==> src/rtl/core/arpr_pkg.sv <==
// Shared types and constants for the ARP request responder.
// Holds payload structs, the reply descriptor, register map and frame layout.
// No dependencies.
package arpr_pkg;

  localparam int MAX_FRAME_BYTES = 2048;
  localparam int CLIENT_COUNT    = 2;
  localparam int POS_W           = $clog2(MAX_FRAME_BYTES + 1);
  localparam int MIN_FRAME       = 42;
  localparam int REPLY_LEN       = 56;
  localparam int K_W             = $clog2(REPLY_LEN);
  localparam int HDR_BITS        = 8 * MIN_FRAME;

  localparam logic [15:0] ETH_TYPE_ARP   = 16'h0806;
  localparam logic [15:0] ETH_TYPE_IPV4  = 16'h0800;
  localparam logic [15:0] ARP_HTYPE_ETH  = 16'h0001;
  localparam logic [15:0] ARP_OP_REQUEST = 16'h0001;
  localparam logic [15:0] ARP_OP_REPLY   = 16'h0002;
  localparam logic [7:0]  ARP_HLEN       = 8'd6;
  localparam logic [7:0]  ARP_PLEN       = 8'd4;

  localparam logic [47:0] MAC0_RESET = 48'h5254_0100_0000;
  localparam logic [47:0] MAC1_RESET = 48'h5254_0100_0001;

  localparam int ADDR_W = 5;
  localparam int DATA_W = 64;

  typedef enum logic [1:0] {
    REG_CLIENT0_IP  = 2'd0,
    REG_CLIENT1_IP  = 2'd1,
    REG_CLIENT0_MAC = 2'd2,
    REG_CLIENT1_MAC = 2'd3
  } reg_index_t;

  typedef struct packed {
    logic [7:0] rx_byte;
    logic       rx_last;
  } rx_item_t;

  typedef struct packed {
    logic [7:0] tx_byte;
    logic       tx_last;
    logic       client_index;
  } tx_item_t;

  typedef struct packed {
    logic [31:0] client0_ip;
    logic [31:0] client1_ip;
    logic [47:0] client0_mac;
    logic [47:0] client1_mac;
  } cfg_t;

  typedef struct packed {
    logic [47:0] requester_mac;
    logic [47:0] sender_mac;
    logic [31:0] sender_ip;
    logic [31:0] target_ip;
    logic        client_index;
  } reply_desc_t;

endpackage

==> src/rtl/core/arpr_cfg_regs.sv <==
// APB configuration registers: client IP and MAC addresses.
// Depends on arpr_pkg.
module arpr_cfg_regs (
  input  logic                          clk,
  input  logic                          rst,
  input  logic                          psel,
  input  logic                          penable,
  input  logic                          pwrite,
  input  logic [arpr_pkg::ADDR_W-1:0]   paddr,
  input  logic [arpr_pkg::DATA_W-1:0]   pwdata,
  output logic [arpr_pkg::DATA_W-1:0]   prdata,
  output logic                          pready,
  output arpr_pkg::cfg_t                cfg
);
  import arpr_pkg::*;

  reg_index_t idx;
  logic       wr_en;

  assign idx    = reg_index_t'(paddr[4:3]);
  assign pready = 1'b1;
  assign wr_en  = psel && penable && pwrite && pready;

  always_ff @(posedge clk) begin
    if (rst) begin
      cfg.client0_ip  <= '0;
      cfg.client1_ip  <= '0;
      cfg.client0_mac <= MAC0_RESET;
      cfg.client1_mac <= MAC1_RESET;
    end else if (wr_en) begin
      unique case (idx)
        REG_CLIENT0_IP:  cfg.client0_ip  <= pwdata[31:0];
        REG_CLIENT1_IP:  cfg.client1_ip  <= pwdata[31:0];
        REG_CLIENT0_MAC: cfg.client0_mac <= pwdata[47:0];
        REG_CLIENT1_MAC: cfg.client1_mac <= pwdata[47:0];
        default: ;
      endcase
    end
  end

  always_comb begin
    unique case (idx)
      REG_CLIENT0_IP:  prdata = {32'd0, cfg.client0_ip};
      REG_CLIENT1_IP:  prdata = {32'd0, cfg.client1_ip};
      REG_CLIENT0_MAC: prdata = {16'd0, cfg.client0_mac};
      REG_CLIENT1_MAC: prdata = {16'd0, cfg.client1_mac};
      default:         prdata = '0;
    endcase
  end

endmodule

==> src/rtl/core/arpr_rx_parser.sv <==
// Front end: captures ARP fields from the received byte stream and decides
// on the final byte whether a reply descriptor is queued. Depends on arpr_pkg.
module arpr_rx_parser (
  input  logic                  clk,
  input  logic                  rst,
  input  logic                  accept,
  input  arpr_pkg::rx_item_t    rx_item,
  input  arpr_pkg::cfg_t        cfg,
  output logic                  desc_push,
  output arpr_pkg::reply_desc_t desc
);
  import arpr_pkg::*;

  logic [POS_W-1:0] pos;
  logic [15:0]      ether_kind, ether_kind_next;
  logic [15:0]      arp_op, arp_op_next;
  logic [47:0]      req_mac, req_mac_next;
  logic [47:0]      sha, sha_next;
  logic [31:0]      spa, spa_next;
  logic [31:0]      tpa, tpa_next;
  logic [7:0]       b;
  logic             is_request, match0, match1;

  assign b = rx_item.rx_byte;

  always_comb begin
    req_mac_next    = req_mac;
    ether_kind_next = ether_kind;
    arp_op_next     = arp_op;
    sha_next        = sha;
    spa_next        = spa;
    tpa_next        = tpa;
    if (pos >= POS_W'(6) && pos <= POS_W'(11)) req_mac_next = {req_mac[39:0], b};
    else if (pos == POS_W'(12) || pos == POS_W'(13)) ether_kind_next = {ether_kind[7:0], b};
    else if (pos == POS_W'(20) || pos == POS_W'(21)) arp_op_next = {arp_op[7:0], b};
    else if (pos >= POS_W'(22) && pos <= POS_W'(27)) sha_next = {sha[39:0], b};
    else if (pos >= POS_W'(28) && pos <= POS_W'(31)) spa_next = {spa[23:0], b};
    else if (pos >= POS_W'(38) && pos <= POS_W'(41)) tpa_next = {tpa[23:0], b};
  end

  // the final byte itself may complete the target IP, so decide on _next values
  assign is_request = (pos >= POS_W'(MIN_FRAME - 1)) && (ether_kind_next == ETH_TYPE_ARP)
                      && (arp_op_next == ARP_OP_REQUEST);
  assign match0     = (cfg.client0_ip == tpa_next);
  assign match1     = (CLIENT_COUNT >= 2) && (cfg.client1_ip == tpa_next);
  assign desc_push  = accept && rx_item.rx_last && is_request && (match0 || match1);

  assign desc.requester_mac = req_mac_next;
  assign desc.sender_mac    = sha_next;
  assign desc.sender_ip     = spa_next;
  assign desc.target_ip     = tpa_next;
  assign desc.client_index  = !match0;

  always_ff @(posedge clk) begin
    if (rst) begin
      pos        <= '0;
      ether_kind <= '0;
      arp_op     <= '0;
      req_mac    <= '0;
      sha        <= '0;
      spa        <= '0;
      tpa        <= '0;
    end else if (accept) begin
      ether_kind <= ether_kind_next;
      arp_op     <= arp_op_next;
      req_mac    <= req_mac_next;
      sha        <= sha_next;
      spa        <= spa_next;
      tpa        <= tpa_next;
      if (rx_item.rx_last) begin
        pos <= '0;
      end else if (pos < POS_W'(MAX_FRAME_BYTES)) begin
        pos <= pos + 1'b1;
      end
    end
  end

endmodule

==> src/rtl/core/arpr_desc_fifo.sv <==
// Two-entry queue of reply descriptors between the parser and the builder.
// Depends on arpr_pkg.
module arpr_desc_fifo (
  input  logic                  clk,
  input  logic                  rst,
  input  logic                  wr_en,
  input  arpr_pkg::reply_desc_t wr_data,
  input  logic                  rd_en,
  output arpr_pkg::reply_desc_t rd_data,
  output logic                  valid,
  output logic                  full
);
  import arpr_pkg::*;

  reply_desc_t mem [2];
  logic        wptr, rptr;
  logic [1:0]  count;

  assign valid   = (count != 2'd0);
  assign full    = (count == 2'd2);
  assign rd_data = mem[rptr];

  always_ff @(posedge clk) begin
    if (wr_en) begin
      mem[wptr] <= wr_data;
    end
  end

  always_ff @(posedge clk) begin
    if (rst) begin
      wptr  <= 1'b0;
      rptr  <= 1'b0;
      count <= '0;
    end else begin
      if (wr_en) wptr <= !wptr;
      if (rd_en) rptr <= !rptr;
      unique case ({wr_en, rd_en})
        2'b10:   count <= count + 2'd1;
        2'b01:   count <= count - 2'd1;
        default: ;
      endcase
    end
  end

endmodule

==> src/rtl/core/arpr_tx_builder.sv <==
// Back end: streams the 56-byte ARP reply for the head descriptor into an
// output register, folding the header checksum as bytes go out. Depends on arpr_pkg.
module arpr_tx_builder (
  input  logic                  clk,
  input  logic                  rst,
  input  logic                  desc_valid,
  input  arpr_pkg::reply_desc_t desc,
  input  arpr_pkg::cfg_t        cfg,
  output logic                  desc_pop,
  input  logic                  pop,
  output logic                  empty,
  output arpr_pkg::tx_item_t    tx_item
);
  import arpr_pkg::*;

  logic [K_W-1:0]      k;
  logic                out_valid;
  logic [15:0]         csum, csum_next;
  logic [16:0]         csum_add;
  logic [47:0]         mac;
  logic [HDR_BITS-1:0] hdr;
  logic [5:0]          hdr_sel;
  logic [7:0]          byte_val, hdr_byte;
  logic                advance, is_last;

  assign mac = desc.client_index ? cfg.client1_mac : cfg.client0_mac;
  assign hdr = {desc.requester_mac, mac, ETH_TYPE_ARP, ARP_HTYPE_ETH, ETH_TYPE_IPV4,
                ARP_HLEN, ARP_PLEN, ARP_OP_REPLY, mac, desc.target_ip,
                desc.sender_mac, desc.sender_ip};
  assign hdr_sel  = 6'(MIN_FRAME - 1) - 6'(k);
  assign hdr_byte = hdr[{hdr_sel, 3'b000} +: 8];

  always_comb begin
    if (k < K_W'(MIN_FRAME)) begin
      byte_val = hdr_byte;
    end else if (k == K_W'(52)) begin
      byte_val = ~csum[15:8];
    end else if (k == K_W'(53)) begin
      byte_val = ~csum[7:0];
    end else begin
      byte_val = 8'd0;
    end
  end

  // running ones' complement sum with end-around carry; even bytes are high
  always_comb begin
    csum_add  = {1'b0, (k == '0) ? 16'd0 : csum}
                + (k[0] ? {9'd0, hdr_byte} : {1'b0, hdr_byte, 8'd0});
    csum_next = csum_add[15:0] + {15'd0, csum_add[16]};
  end

  assign advance  = desc_valid && (!out_valid || pop);
  assign is_last  = (k == K_W'(REPLY_LEN - 1));
  assign desc_pop = advance && is_last;
  assign empty    = !out_valid;

  always_ff @(posedge clk) begin
    if (rst) begin
      k         <= '0;
      out_valid <= 1'b0;
    end else if (advance) begin
      out_valid <= 1'b1;
      k         <= is_last ? '0 : k + 1'b1;
    end else if (pop) begin
      out_valid <= 1'b0;
    end
  end

  always_ff @(posedge clk) begin
    if (advance) begin
      tx_item.tx_byte      <= byte_val;
      tx_item.tx_last      <= is_last;
      tx_item.client_index <= desc.client_index;
      if (k < K_W'(MIN_FRAME)) csum <= csum_next;
    end
  end

endmodule

==> src/rtl/core/arp_request_responder.sv <==
// ARP request responder top level. The final accepted request byte queues a reply
// descriptor in the FIFO, from which the builder registers the 56 reply bytes. Input takes
// one byte per cycle while full is low; a reply leaves one byte per cycle while pop is held.
// Up to two replies queue in the descriptor FIFO; full is high while it holds two.
// Reset (synchronous) clears parser state and queues; client MACs reset to 52:54:01:00:00:0x.
module arp_request_responder (
  input  logic                        clk,
  input  logic                        rst,
  input  logic                        psel,
  input  logic                        penable,
  input  logic                        pwrite,
  input  logic [arpr_pkg::ADDR_W-1:0] paddr,
  input  logic [arpr_pkg::DATA_W-1:0] pwdata,
  output logic [arpr_pkg::DATA_W-1:0] prdata,
  output logic                        pready,
  input  logic                        push,
  output logic                        full,
  input  arpr_pkg::rx_item_t          rx_item,
  output logic                        empty,
  input  logic                        pop,
  output arpr_pkg::tx_item_t          tx_item
);
  import arpr_pkg::*;

  cfg_t        cfg;
  reply_desc_t new_desc, head_desc;
  logic        accept, desc_push, desc_pop, desc_valid;

  assign accept = push && !full;

  arpr_cfg_regs u_cfg (
    .clk, .rst, .psel, .penable, .pwrite, .paddr, .pwdata, .prdata, .pready, .cfg
  );

  arpr_rx_parser u_parser (
    .clk, .rst, .accept, .rx_item, .cfg, .desc_push, .desc(new_desc)
  );

  arpr_desc_fifo u_fifo (
    .clk, .rst,
    .wr_en(desc_push), .wr_data(new_desc),
    .rd_en(desc_pop), .rd_data(head_desc),
    .valid(desc_valid), .full
  );

  arpr_tx_builder u_builder (
    .clk, .rst, .desc_valid, .desc(head_desc), .cfg, .desc_pop,
    .pop, .empty, .tx_item
  );

endmodule
==> config.mk <==
export PLATFORM = sky130hd
export DESIGN_NAME = arp_request_responder
export DESIGN_NICKNAME = d
export VERILOG_FILES = /design/src/rtl/core/arpr_pkg.sv /design/src/rtl/core/arpr_cfg_regs.sv /design/src/rtl/core/arpr_rx_parser.sv /design/src/rtl/core/arpr_desc_fifo.sv /design/src/rtl/core/arpr_tx_builder.sv /design/src/rtl/core/arp_request_responder.sv
export SDC_FILE = /design/constraint.sdc
export NUM_CORES = 1
export LEC_CHECK = 0
export ABC_AREA = 1
export BUFFER_PORTS_ARGS = -buffer_cell sky130_fd_sc_hd__buf_2
export CELL_PAD_IN_SITES_DETAIL_PLACEMENT = 1
export CELL_PAD_IN_SITES_GLOBAL_PLACEMENT = 2
export CORE_MARGIN = 1.5
export CORE_UTILIZATION = 35
export DETAILED_ROUTE_END_ITERATION = 8
export PLACE_DENSITY = 0.84
export SYNTH_ARGS = -nofsm -noshare
export SYNTH_HDL_FRONTEND = slang
export SYNTH_SLANG_ARGS = --single-unit
==> constraint.sdc <==
create_clock -name clk -period 12.11 [get_ports clk]
set_input_delay 1.8165 -clock clk [delete_from_list [all_inputs] [get_ports clk]]
set_output_delay 1.8165 -clock clk [all_outputs]
set_load 0.02 [all_outputs]
* Word-level counts from Yosys, hierarchy flattened
Memory sizes are Yosys's and may differ from the RTL's. A register that Yosys moved wholly into a read port is not among the register bits. Index checks and enable logic that the tools add are counted.
Storage, ports and cells: bits in registers 401, latch bits 0, memories 1, output and inout port bits 77, ROM bits 0, memory bits (writable) 322, logic and storage cells 132
Memory list:
- u_fifo.mem | words 2, bits a word 161, rd ports 1, clocked after memory_dff 1, wr ports 1, RTL line arpr_desc_fifo.sv:15 | reply_desc_t mem [2];
Cells by class: eq/ne operators 17, reductions and logical operators 35, div/mod/pow operators 0, add/sub/neg operators 7, mux-type cells 38, order comparisons 11, shift-type cells 1, multiply operators 0, bitwise gates (word level) 2
Operators with widths (number):
- $mux 32 | 11
- $shiftx 336x10->8 | 1
- $mux 48 | 6
- $pmux 64 s4 | 1
- $mux 16 | 7
- $eq 32x32->1 | 2
- $eq 12x4->1 const B | 2
- $eq 12x5->1 const B | 2
- $ge 12x5->1 const B | 2
- $ge 12x6->1 const B | 2
- $le 12x5->1 const B | 2
- $mux 12 | 2
- $mux 8 | 3
- $eq 6x6->1 const B | 3
- $add 16x17->17 | 1
- $add 16x1->16 | 1
- $eq 16x1->1 const B | 1
- $eq 16x12->1 const B | 1
- $not 8->8 | 2
- $logic_and 1x1->1 | 14
- $add 12x1->12 const B | 1
- $ge 12x3->1 const B | 1
- $le 12x4->1 const B | 1
- $le 12x6->1 const B | 1
- other kinds (17) | 41

* Longest topological paths before layout
Gate-level depths: netlist of the first run.
depth in word-level cells 13, mapped depth 38, mapped depth without buffers 36

* Modules after synthesis
A second synthesis of the first run with hierarchy kept.
Unflattened totals: cells, all modules 4639, area total of the unflattened synthesis 37015.5 µm²
By module, submodules not included:
- arpr_desc_fifo | cells an instance 534, times used 1, area each 12204.2 µm², sequential area each 9769.4 µm²
- arpr_rx_parser | cells an instance 1933, times used 1, area each 11811.3 µm², sequential area each 4083.9 µm²
- arpr_cfg_regs | cells an instance 1122, times used 1, area each 7367.1 µm², sequential area each 3203.1 µm²
- arpr_tx_builder | cells an instance 1048, times used 1, area each 5622.9 µm², sequential area each 920.9 µm²
- arp_request_responder | cells an instance 2, times used 1, area each 10.0 µm², sequential area each 0.0 µm²

* Worst setup path after synthesis of the first run
OpenSTA, ideal clock, no wires.
kind input-to-reg, from input port push, to memory u_fifo.mem[0][0] in the netlist's numbering (enable), data required time 11.427 ns, arrival time 9.459 ns, stages on the path 8, path slack 1.968 ns, cell sequence o21ai_1 -> inv_1 -> nand2_1 -> nor4_1 -> nand3_1 -> nor3_2 -> nand2_1 -> nor2_1
On the way: cells in the longest elaborated chain, start to end 6
Ends and longest elaborated chain:
- from (decl) | RTL line arp_request_responder.sv:16 | input logic push,
- $logic_and 1x1->1 | RTL line arp_request_responder.sv:29 | assign accept = push && !full;
- $logic_and 1x1->1 (3 in series) | RTL line arpr_rx_parser.sv:46 | assign desc_push = accept && rx_item.rx_last && is_request && (match0 || match1);
- $mux 1 | RTL line arpr_desc_fifo.sv:24 | if (wr_en) begin
- $mux 1 (implied by the code) | RTL line arpr_desc_fifo.sv:25 | mem[wptr] <= wr_data;
- to (decl) | RTL line arpr_desc_fifo.sv:15
Every way passes these cells.

* Worst setup path in the final report of the first run
from register u_builder.k[0], to register u_builder.csum[13], data pin
On the way: cells in the longest elaborated chain, start to end 5
Ends and longest elaborated chain:
- from (decl) | RTL line arpr_tx_builder.sv:16 | logic [K_W-1:0] k;
- from (signal assigned) | RTL line arpr_tx_builder.sv:63 | k <= is_last ? '0 : k + 1'b1;
- $sub 6x6->6 | RTL line arpr_tx_builder.sv:30 | assign hdr_sel = 6'(MIN_FRAME - 1) - 6'(k);
- $shiftx 336x10->8 | RTL line arpr_tx_builder.sv:31 | assign hdr_byte = hdr[{hdr_sel, 3'b000} +: 8];
- $mux 16 | RTL line arpr_tx_builder.sv:48 | + (k[0] ? {9'd0, hdr_byte} : {1'b0, hdr_byte, 8'd0});
- $add 16x17->17 * | RTL line arpr_tx_builder.sv:48
- $add 16x1->16 * | RTL line arpr_tx_builder.sv:49 | csum_next = csum_add[15:0] + {15'd0, csum_add[16]};
- named net u_builder.csum_next[13] | RTL line arpr_tx_builder.sv:18 | logic [15:0] csum, csum_next;
- to (signal assigned) | RTL line arpr_tx_builder.sv:74 | if (k < K_W'(MIN_FRAME)) csum <= csum_next;
- to (decl) | RTL line arpr_tx_builder.sv:18
The timed path passes the listed nets; every way through them passes the cells marked *. A chain may end at the register's enable or synchronous reset.

==> results of run 1 <==
-- sequential cells by signal (all words and copies together), names as in the netlist, named ones only --
| register | cells |
|---|---|
| u_fifo.mem | 322 |
| u_cfg.cfg | 160 |
| u_parser.req_mac | 48 |
| u_parser.sha | 48 |
| u_parser.spa | 32 |
| u_parser.tpa | 32 |
| u_builder.csum | 16 |
| u_parser.arp_op | 16 |
| u_parser.ether_kind | 16 |
| u_parser.pos | 12 |
| u_builder.tx_item | 10 |
| u_builder.k | 6 |
| u_fifo.count | 2 |
| u_builder.out_valid | 1 |
| u_fifo.rptr | 1 |
| u_fifo.wptr | 1 |
-- critical path, delay by kind of cell (launching register included) --
kind,cells,cell delay [ns]
and+or+nand+nor,20,3.37
buffers and inverters,5,1.85
AOI/OAI and AO/OA,6,1.00
adders and majority gates,3,0.83
DFF,1,0.33
xor gates and xnor gates,1,0.17
-- cell usage in the layout (no fill, tap or decap), types with 18 or more instances in the layout --
master	netlist	final
a21oi_1	356	356
a32oi_1	18	18
buf_2	19	124
buf_4	25	53
clkbuf_16	0	87
clkinv_2	0	18
dfxtp_1	376	374
edfxtp_1	348	348
ha_1	29	29
inv_1	519	511
nand2_1	954	953
nand3_1	252	251
nand3b_1	38	38
nand4_1	18	18
nor2_1	372	365
nor3_1	26	26
o2111ai_1	28	28
o211ai_1	26	26
o21ai_0	581	581
xor2_1	19	19
-- worst max-delay path by stage --
stage | endpoint | cells past startpoint | start
3_3_place_gp | u_builder.csum[13]$_DFFE_PP_ | 35 | u_builder.k[0]$_SDFFE_PP0P_
4_1_cts | u_builder.csum[13]$_DFFE_PP_ | 35 | u_builder.k[0]$_SDFFE_PP0P_
2_1_floorplan | u_fifo.mem[0][0]$_DFFE_PP_ | 8 | push
5_1_grt | u_builder.csum[13]$_DFFE_PP_ | 35 | u_builder.k[0]$_SDFFE_PP0P_
6_report | u_builder.csum[13]$_DFFE_PP_ | 35 | u_builder.k[0]$_SDFFE_PP0P_
3_5_place_dp | u_builder.csum[13]$_DFFE_PP_ | 35 | u_builder.k[0]$_SDFFE_PP0P_
-- where the power goes --
| group | leakage (nW) | switching [mW] | internal, mW | total [mW] |
|---|---|---|---|---|
| Sequential | 6.28 | 0.0322 | 2.62 | 2.65 |
| Clock | 1.36 | 1.07 | 1.45 | 2.52 |
| Combinational | 8.91 | 0.240 | 0.0933 | 0.333 |
| Total | 16.5 | 1.35 | 4.16 | 5.51 |
-- layout make-up --
class,instances,area (sq um),area share
clock buffers,121,2470,0.0636
well taps,1287,1610,0.0414
multi-input cells,2834,13500,0.347
repair buffers,179,1050,0.0270
inverters,529,2000,0.0514
flip-flops and latches,724,18000,0.462
clock inverters,34,264,0.00679
diodes,1,2.50,0.0000644
-- stage by stage --
step                      hold WS, ns  area (sq um)
after floorplan                 0.439         34600
after global placement          0.458         36100
after detailed placement        0.466         36100
after CTS                       0.476         38900
after global routing            0.499         38900
final                           0.475         38900
-- routing by layer --
metal  wire length, um  track usage  share of wire  vias to the layer above
met1             51500        0.296           0.44                    14800
met2             55900        0.397           0.48                      610
li1                  -            -              -                    14400
met3              5620       0.0331          0.048                      177
met4              4080       0.0838          0.035                        0
met5                 0            0              0                        -
-- cell families after synthesis --
kind of cell / synth area share
fa+ha+maj: 0.0111
flops: 0.521
buf+inv: 0.0919
simple gates: 0.200
other cells: 0.000218
xor+xnor: 0.00710
compound gates: 0.169
==> impl_metrics.py, run 1 <==
metrics = {
    "global_route": {
        "grt_pass1_wl_mm": 178,
        "grt_usage": 0.231,
        "antenna_found_initial": 5,
        "grt_pass1_vias": 30100,
        "gr-total-overflow": 0,
        "grt_max_degree": 209,
    },
    "placed_design": {
        "port_buffers": 125,
        "place.gp.congestion": 0.831,
        "pre_cts_slack_ns": 4.10,
        "placed_cells": 5553,
        "dp_hpwl_mm": 74.5,
    },
    "synthesis": {
        "syn-cell-area_sq_mm": 0.0345,
        "synthArstFlopShare": 0,
        "synth_area_leaders": "edfxtp_1 30%, dfxtp_1 22%, nand2_1 10%, o21ai_0 8.4%, inv_1 5.6%",
        "ys_ff_latch": 724,
        "ys_warn_count": 0,
        "avgSynthCellArea_sq_um": 7.94,
        "synth_enable_flop_cells": 348,
        "synth_common_cells": "954 x nand2_1, 581 x o21ai_0, 519 x inv_1, 376 x dfxtp_1, 372 x nor2_1",
        "ys_types": 51,
        "seq_area_frac_synth": 0.521,
        "syn_inst": 4351,
        "synth_top_area_frac": 0.303,
        "yosys.cell_count.top_type": "nand2_1",
        "synthFlopType": "dfxtp_1",
        "synth_top_area_cell": "edfxtp_1",
    },
    "hold_path": {
        "hp-class": "register to register",
        "hold_end": "u_cfg.cfg[31]$_SDFFE_PP0P_",
        "hp-start": "u_cfg.cfg[31]$_SDFFE_PP0P_",
        "holdPathStages": 2,
    },
    "detailed_routing": {
        "via_count": 30000,
        "drt_first_iter_violations": 2072,
        "routed_wl_mm": 117,
        "post-route-drc-count": 0,
        "drtPass1Iterations": 7,
        "ant_nets": 0,
        "wl_per_cell_um": 20.5,
        "viasPerCell": 5.26,
    },
    "finish": {
        "fillers": 11800,
        "nets": 4466,
        "fin_cells": 5709,
        "syn_to_final_growth_pct": 12.6,
        "drive_gt1_frac": 0.0805,
        "final_util": 0.396,
    },
    "cts": {
        "numCtsBuffers": 83,
        "cts_sinks": 724,
        "cts_root_buffer": "clkbuf_16",
        "hold_buffers": 0,
        "ctsResizeCount": 0,
        "clkTransAtPathRegs_ns": 0.06,
        "clk_path_buf_depth": 3,
        "htree_levels": 3,
        "tritoncts": "built",
        "post_cts_buffers": 0,
        "insertion_delay_ns": 0.66,
    },
    "die": {
        "ios": 162,
        "dieWidth_um": 317,
        "die_area_sq_mm": 0.101,
        "initial_utilization": 0.352,
        "die_height_um": 317,
        "coreArea_sq_mm": 0.0981,
        "rows": 115,
    },
    "sta": {
        "fin_crit_sh": 0.649,
        "setup-tns-final_ns": 0,
        "relSlewSlack": 0.283,
        "fin_skew_ns": 0.0242,
        "setup_ws_ns": 4.26,
        "period_needed_ns": 7.85,
        "setup_viol": 0,
        "hold_viol_final": 0,
        "finalMaxSlewViolations": 0,
        "timing.fmax_ghz": 0.127,
        "rsz0062_at_grt": "no",
        "worst_slew_pin_slew_ns": 1.08,
    },
    "status": {
        "status": "complete, no violations",
    },
    "critical_path": {
        "path_class": "register to register",
        "start_kind": "register",
        "cp_common_cell": "nand2_1",
        "crit_path_max_fanout": 26,
        "rr_startpoint": "u_builder.k[0]$_SDFFE_PP0P_",
        "reg2reg_depth": 35,
        "critPathCaptureType": "register",
        "cp.arrival_ns": 8.24,
        "rrSetupSlack_ns": 4.26,
        "cp_slowest_cell": "nor3_1",
        "rr_endpoint": "u_builder.csum[13]$_DFFE_PP_",
        "max_stage_delay_ns": 0.65,
        "required_ns": 12.49,
    },
    "job": {
        "cap_viol_max_count": 0,
    },
    "power_and_ir_drop": {
        "pwr_density_cell_mw_per_mm2": 142,
        "total_power_mw": 5.51,
        "irDropWorstVdd_uv": 94.6,
        "p_leak_nw": 16.5,
    },
}
Power figures use the tool's default switching activity.
==> run 2, diff against run 1 <==
Clock period 12.11 ns to 7.9 ns, I/O delays scaled along.
==> run 2 against run 1 <==
Compared with the run above:
- combinational power is 54% higher
- largest power group unchanged
- clock skew is 0.011 ns higher
- die area unchanged
- sequential share of layout area decreased by 0.29 points
- highest routed layer unchanged
- critical path type unchanged
- critical path depth shrank 1
==> impl_metrics.py, run 2 (synthesis gave the netlist of run 1 again) <==
metrics = {
    "detailed_routing": {
        "routed_wl_mm": 116,
        "wl_per_cell_um": 20.3,
        "drtPass1Iterations": 7,
        "via_count": 30100,
        "post-route-drc-count": 0,
        "ant_nets": 0,
        "viasPerCell": 5.26,
        "drt_first_iter_violations": 1953,
    },
    "cts": {
        "hold_buffers": 0,
        "numCtsBuffers": 85,
        "tritoncts": "built",
        "post_cts_buffers": 0,
        "htree_levels": 3,
        "ctsResizeCount": 0,
        "cts_root_buffer": "clkbuf_16",
        "clkTransAtPathRegs_ns": 0.06,
        "insertion_delay_ns": 0.67,
        "clk_path_buf_depth": 3,
        "cts_sinks": 724,
    },
    "placed_design": {
        "placed_area_sq_mm": 0.0363,
        "dp_hpwl_mm": 74.6,
        "port_buffers": 125,
        "place.gp.congestion": 0.820,
    },
    "finish": {
        "nets": 4479,
        "multi_input_comb_area_sq_mm": 0.0135,
        "antenna_cells": 0,
        "design_area_sq_mm": 0.0391,
        "syn_to_final_growth_pct": 13.3,
        "final_cell_mix": "953 x nand2_1, 581 x o21ai_0, 511 x inv_1, 374 x dfxtp_1, 365 x nor2_1",
        "layout_commonest_cell": "nand2_1",
        "largest_reg_flops": 322,
        "register_area_sq_mm": 0.0180,
        "biggestRegsByFlops": "u_fifo.mem: 322 flops, u_cfg.cfg: 160 flops",
        "top_register": "u_fifo.mem",
        "fillers": 11800,
        "drive_gt1_frac": 0.0821,
    },
    "power_and_ir_drop": {
        "power_frac_seq": 0.472,
        "pwr_density_cell_mw_per_mm2": 220,
        "combPwrFrac": 0.060,
        "p_int_mw": 6.55,
        "irDropWorstVdd_uv": 139,
        "total_power_mw": 8.60,
        "p_leak_nw": 16.7,
        "pwr-share-clk": 0.468,
        "p_switching_mw": 2.05,
        "p_sw_frac": 0.238,
    },
    "sta": {
        "setup_viol": 0,
        "period_needed_ns": 7.01,
        "timing.fmax_ghz": 0.143,
        "setup-tns-final_ns": 0,
        "fin_crit_sh": 0.888,
        "fin_skew_ns": 0.0353,
        "relSlewSlack": 0.182,
        "rsz0062_at_grt": "no",
        "hold_viol_final": 0,
        "finalMaxSlewViolations": 0,
        "worst_slew_pin_slew_ns": 1.22,
    },
    "critical_path": {
        "start_kind": "register",
        "cp_common_cell": "nand2_1",
        "path_class": "register to register",
        "max_stage_delay_ns": 0.90,
        "required_ns": 8.30,
        "rrSetupSlack_ns": 0.89,
        "cp_slowest_cell": "dfxtp_2",
        "cp.arrival_ns": 7.41,
        "critPathCaptureType": "register",
        "crit_path_max_fanout": 25,
    },
    "die": {
        "dieWidth_um": 317,
        "coreArea_sq_mm": 0.0981,
        "rows": 115,
        "initial_utilization": 0.352,
        "die_area_sq_mm": 0.101,
        "die_height_um": 317,
        "ios": 162,
    },
    "global_route": {
        "grt_pass1_wl_mm": 179,
        "antenna_found_initial": 2,
        "gr-total-overflow": 0,
        "grt_usage": 0.231,
        "grt_pass1_vias": 30200,
        "grt_max_degree": 202,
    },
    "job": {
        "cap_viol_max_count": 0,
    },
    "hold_path": {
        "hp-class": "register to register",
    },
    "status": {
        "status": "complete, no violations",
    },
}
-- run 2: cell count changes in the layout (fill, tap and decap cells not counted), moves of 2 or more --
cell / before / now
buf_12: 1 / 5
inv_4: 4 / 2
buf_4: 53 / 60
bufinv_16: 1 / 6
clkinv_1: 6 / 12
clkinvlp_4: 3 / 1
clkinv_4: 4 / 0
-- run 2: worst paths after layout --
check	to	startpoint	cells past startpoint
max reg2reg	u_builder.csum[14]$_DFFE_PP_	u_builder.k[0]$_SDFFE_PP0P_	34
max	u_builder.csum[14]$_DFFE_PP_	u_builder.k[0]$_SDFFE_PP0P_	34
min reg2reg	u_cfg.cfg[8]$_SDFFE_PP0P_	u_cfg.cfg[8]$_SDFFE_PP0P_	2
min	u_cfg.cfg[8]$_SDFFE_PP0P_	u_cfg.cfg[8]$_SDFFE_PP0P_	2
-- run 2: worst max-delay path: cells and delay by family, from the launching register on --
| family | cells | cell delay (ns) |
|---|---|---|
| flops | 1 | 0.90 |
| simple gates | 17 | 2.57 |
| xor+xnor | 1 | 0.16 |
| fa+ha+maj | 3 | 0.63 |
| buf+inv | 3 | 0.59 |
| compound gates | 10 | 1.84 |
-- run 2: metal layers --
layer	part of all wire	global-route usage	vias to the layer above	routed length (um)
li1	-	-	14500	-
met1	0.45	0.302	14900	52100
met2	0.49	0.401	605	56700
met3	0.043	0.0256	133	4940
met4	0.022	0.0640	0	2510
met5	0	0	-	0
-- run 2: through the flow --
step	hold WS, ns	util	worst slack, ns	cells
6_report	0.475	0.399	0.885	5723
5_1_grt	0.505	0.399	0.325	5723
4_1_cts	0.473	0.399	0.939	5723
3_5_place_dp	0.465	0.370	0.967	5564
3_3_place_gp	0.456	0.370	1.06	5564
2_1_floorplan	0.439	-	1.11	4366
-- run 2: layout make-up --
type	count	share of cell area
flip-flops and latches	724	0.460
multi-input cells	2834	0.345
clock buffers	123	0.0640
inverters	529	0.0510
well taps	1287	0.0411
repair buffers	190	0.0302
clock inverters	36	0.00905
-- run 2: power groups by stage --
stage          clock, mW  combinational (mW)  sequential, mW
5_1_grt             4.25               0.579            4.07
6_report            4.03               0.512            4.06
4_1_cts             4.11               0.515            4.06
3_5_place_dp           0               0.509            4.14
3_3_place_gp           0               0.492            4.14
2_1_floorplan          0               0.334            4.13
==> run 3, diff against run 2 <==
Settings changed: ABC_AREA 1 to unset, PLACE_DENSITY 0.84 to 0.77.
==> run 3 against run 2 <==
Compared with the run above:
- cell area shrank 2.2%
- count of clock-buffer cells in the layout down 7
- sequential share of layout area up 1.0 points
- core utilization up 0.35 points
- clock power fell by 6.0%
==> impl_metrics.py, run 3 <==
metrics = {
    "power_and_ir_drop": {
        "pwr_density_cell_mw_per_mm2": 215,
        "p_int_mw": 6.29,
        "pwr-share-clk": 0.461,
        "combPwrFrac": 0.049,
        "p_switching_mw": 1.95,
        "power_frac_seq": 0.490,
        "p_sw_frac": 0.236,
        "p_leak_nw": 13.8,
        "irDropWorstVdd_uv": 164,
    },
    "critical_path": {
        "required_ns": 8.27,
        "path_class": "register to register",
        "critPathCaptureType": "register",
        "cp.arrival_ns": 7.81,
        "start_kind": "register",
        "crit_path_max_fanout": 15,
    },
    "detailed_routing": {
        "post-route-drc-count": 0,
        "viasPerCell": 5.39,
        "drt_first_iter_violations": 1855,
        "drtPass1Iterations": 7,
        "wl_per_cell_um": 23.2,
        "ant_nets": 0,
        "routed_wl_mm": 105,
        "via_count": 24300,
    },
    "placed_design": {
        "placed_area_sq_mm": 0.0356,
        "port_buffers": 125,
        "place.gp.congestion": 0.934,
        "dp_hpwl_mm": 69.9,
    },
    "cts": {
        "tritoncts": "built",
        "htree_levels": 3,
        "insertion_delay_ns": 0.66,
        "numCtsBuffers": 81,
        "clk_path_buf_depth": 3,
        "cts_sinks": 724,
        "clkTransAtPathRegs_ns": 0.06,
        "cts_root_buffer": "clkbuf_16",
    },
    "synthesis": {
        "ys_warn_count": 0,
        "synth_top_area_frac": 0.310,
        "synthArstFlopShare": 0,
        "synth_common_cells": "447 x nand2_1, 376 x dfxtp_1, 348 x edfxtp_1, 343 x nor2_1, 225 x a21oi_1",
        "seq_area_frac_synth": 0.534,
        "synthFlopType": "dfxtp_1",
        "yosys.cell_count.top_type": "nand2_1",
        "syn_inst": 3130,
        "syn-cell-area_sq_mm": 0.0337,
        "ys_types": 73,
        "avgSynthCellArea_sq_um": 10.8,
        "synth_top_area_cell": "edfxtp_1",
        "synth_enable_flop_cells": 348,
        "ys_ff_latch": 724,
        "synth_area_leaders": "edfxtp_1 31%, dfxtp_1 22%, mux4_2 6.6%, nand2_1 5.0%, mux2_2 4.6%",
    },
    "finish": {
        "layout_commonest_cell": "nand2_1",
        "largest_reg_flops": 322,
        "nets": 3290,
        "drive_gt1_frac": 0.178,
        "biggestRegsByFlops": "u_fifo.mem: 322 flops, u_cfg.cfg: 160 flops",
        "syn_to_final_growth_pct": 13.7,
        "final_cell_mix": "445 x nand2_1, 373 x dfxtp_1, 348 x edfxtp_1, 338 x nor2_1, 225 x a21oi_1",
        "antenna_cells": 0,
        "top_register": "u_fifo.mem",
        "design_area_sq_mm": 0.0383,
        "fillers": 10300,
    },
    "sta": {
        "fin_skew_ns": 0.0317,
        "worst_slew_pin_slew_ns": 1.35,
        "hold_slack_ns": 0.455,
        "timing.fmax_ghz": 0.134,
        "rsz0062_at_grt": "no",
        "setup_viol": 0,
        "finalMaxSlewViolations": 0,
        "hold_viol_final": 0,
        "fin_crit_sh": 0.942,
        "relSlewSlack": 0.0799,
        "setup-tns-final_ns": 0,
        "period_needed_ns": 7.44,
    },
    "job": {
        "cap_viol_max_count": 0,
    },
    "die": {
        "die_height_um": 313,
        "die_area_sq_mm": 0.0981,
        "ios": 162,
        "rows": 113,
        "dieWidth_um": 313,
        "initial_utilization": 0.354,
        "coreArea_sq_mm": 0.0952,
    },
    "global_route": {
        "grt_usage": 0.211,
        "grt_pass1_vias": 24500,
        "grt_max_degree": 121,
        "antenna_found_initial": 7,
        "gr-total-overflow": 0,
        "grt_pass1_wl_mm": 158,
    },
    "hold_path": {
        "hp-class": "register to register",
    },
    "status": {
        "status": "complete, no violations",
    },
}
## run 3: final cells by class
cell class	count	area, sq um	area share
Sequential cell	724	18000	0.470
Multi-Input combinational cell	2112	14600	0.381
Clock buffer	116	2320	0.0607
Timing Repair Buffer	187	1190	0.0310
Inverter	69	264	0.00690
Clock inverter	35	355	0.00928
Tap cell	1265	1580	0.0413
## run 3: repair_timing
| action | in CTS | in global routing |
|---|---|---|
| resized for setup | 0 | 2 |
| hold buffers | 0 | 0 |
| buffers inserted | 0 | 2 |
| endpoints found under the setup margin | 0 | 2 |
## run 3: logic make-up after synthesis
| family | synth area share |
|---|---|
| muxes | 0.158 |
| adders and majority gates | 0.0114 |
| and+or+nand+nor | 0.146 |
| AOI/OAI and AO/OA | 0.0811 |
| xor gates and xnor gates | 0.0316 |
| DFF | 0.534 |
| buffers and inverters | 0.0386 |
| other | 0.000223 |
## run 3: power groups by stage
stage               clock network (mW)  logic [mW]  registers [mW]
finish                            3.79       0.404            4.04
global route                      4.00       0.442            4.04
CTS                               3.87       0.406            4.03
detailed placement                   0       0.403            4.12
global placement                     0       0.394            4.11
floorplan                            0       0.283            4.08
## run 3: routing by layer
layer | share of wire | track usage | wire (um) | vias to the layer above
li1 | - | - | - | 11300
met1 | 0.46 | 0.295 | 48600 | 12400
met2 | 0.47 | 0.348 | 49700 | 499
met3 | 0.045 | 0.0300 | 4770 | 107
met4 | 0.017 | 0.0451 | 1750 | 2
met5 | 0.000067 | 0 | 7 | -
## run 3: critical path: stages, from the launching register on
cell and delay (ns):
dfxtp_4 0.66, buf_4 0.31, mux4_2 0.34, nand2_1 0.09
a21oi_1 0.41, a21oi_1 0.08, o311ai_0 0.50, nor2_1 0.22
nor3_1 0.23, ha_1 0.21, inv_1 0.06, fa_1 0.39
nand2b_1 0.17, a21oi_1 0.30, nor4_1 0.09, o41ai_1 0.58
a2111oi_0 0.23, nor3_1 0.35, a21o_1 0.18, a21o_1 0.14
ha_1 0.19, nand3_1 0.12, or3_1 0.39, nor4b_1 0.30
buf_4 0.20, nand4b_1 0.15, xnor3_1 0.23
## run 3: stage by stage
| stage | power (mW) | worst slack [ns] | util | instances |
|---|---|---|---|---|
| CTS | 8.31 | 0.480 | 0.402 | 4506 |
| global placement | 4.51 | 0.700 | 0.374 | 4355 |
| finish | 8.23 | 0.462 | 0.402 | 4508 |
| floorplan | 4.37 | 0.414 | - | 3145 |
| global route | 8.48 | 0.0522 | 0.402 | 4508 |
| detailed placement | 4.52 | 0.616 | 0.374 | 4355 |
## run 3: path summary, 6_finish.rpt
path         slack (ns)                             to                     startpoint  depth (start not counted)
min reg2reg        0.46  u_parser.spa[28]$_SDFFE_PP0P_  u_parser.spa[28]$_SDFFE_PP0P_                          2
max                0.46   u_builder.csum[15]$_DFFE_PP_    u_builder.k[0]$_SDFFE_PP0P_                         26
max reg2reg        0.46   u_builder.csum[15]$_DFFE_PP_    u_builder.k[0]$_SDFFE_PP0P_                         26
min                0.46  u_parser.spa[28]$_SDFFE_PP0P_  u_parser.spa[28]$_SDFFE_PP0P_                          2
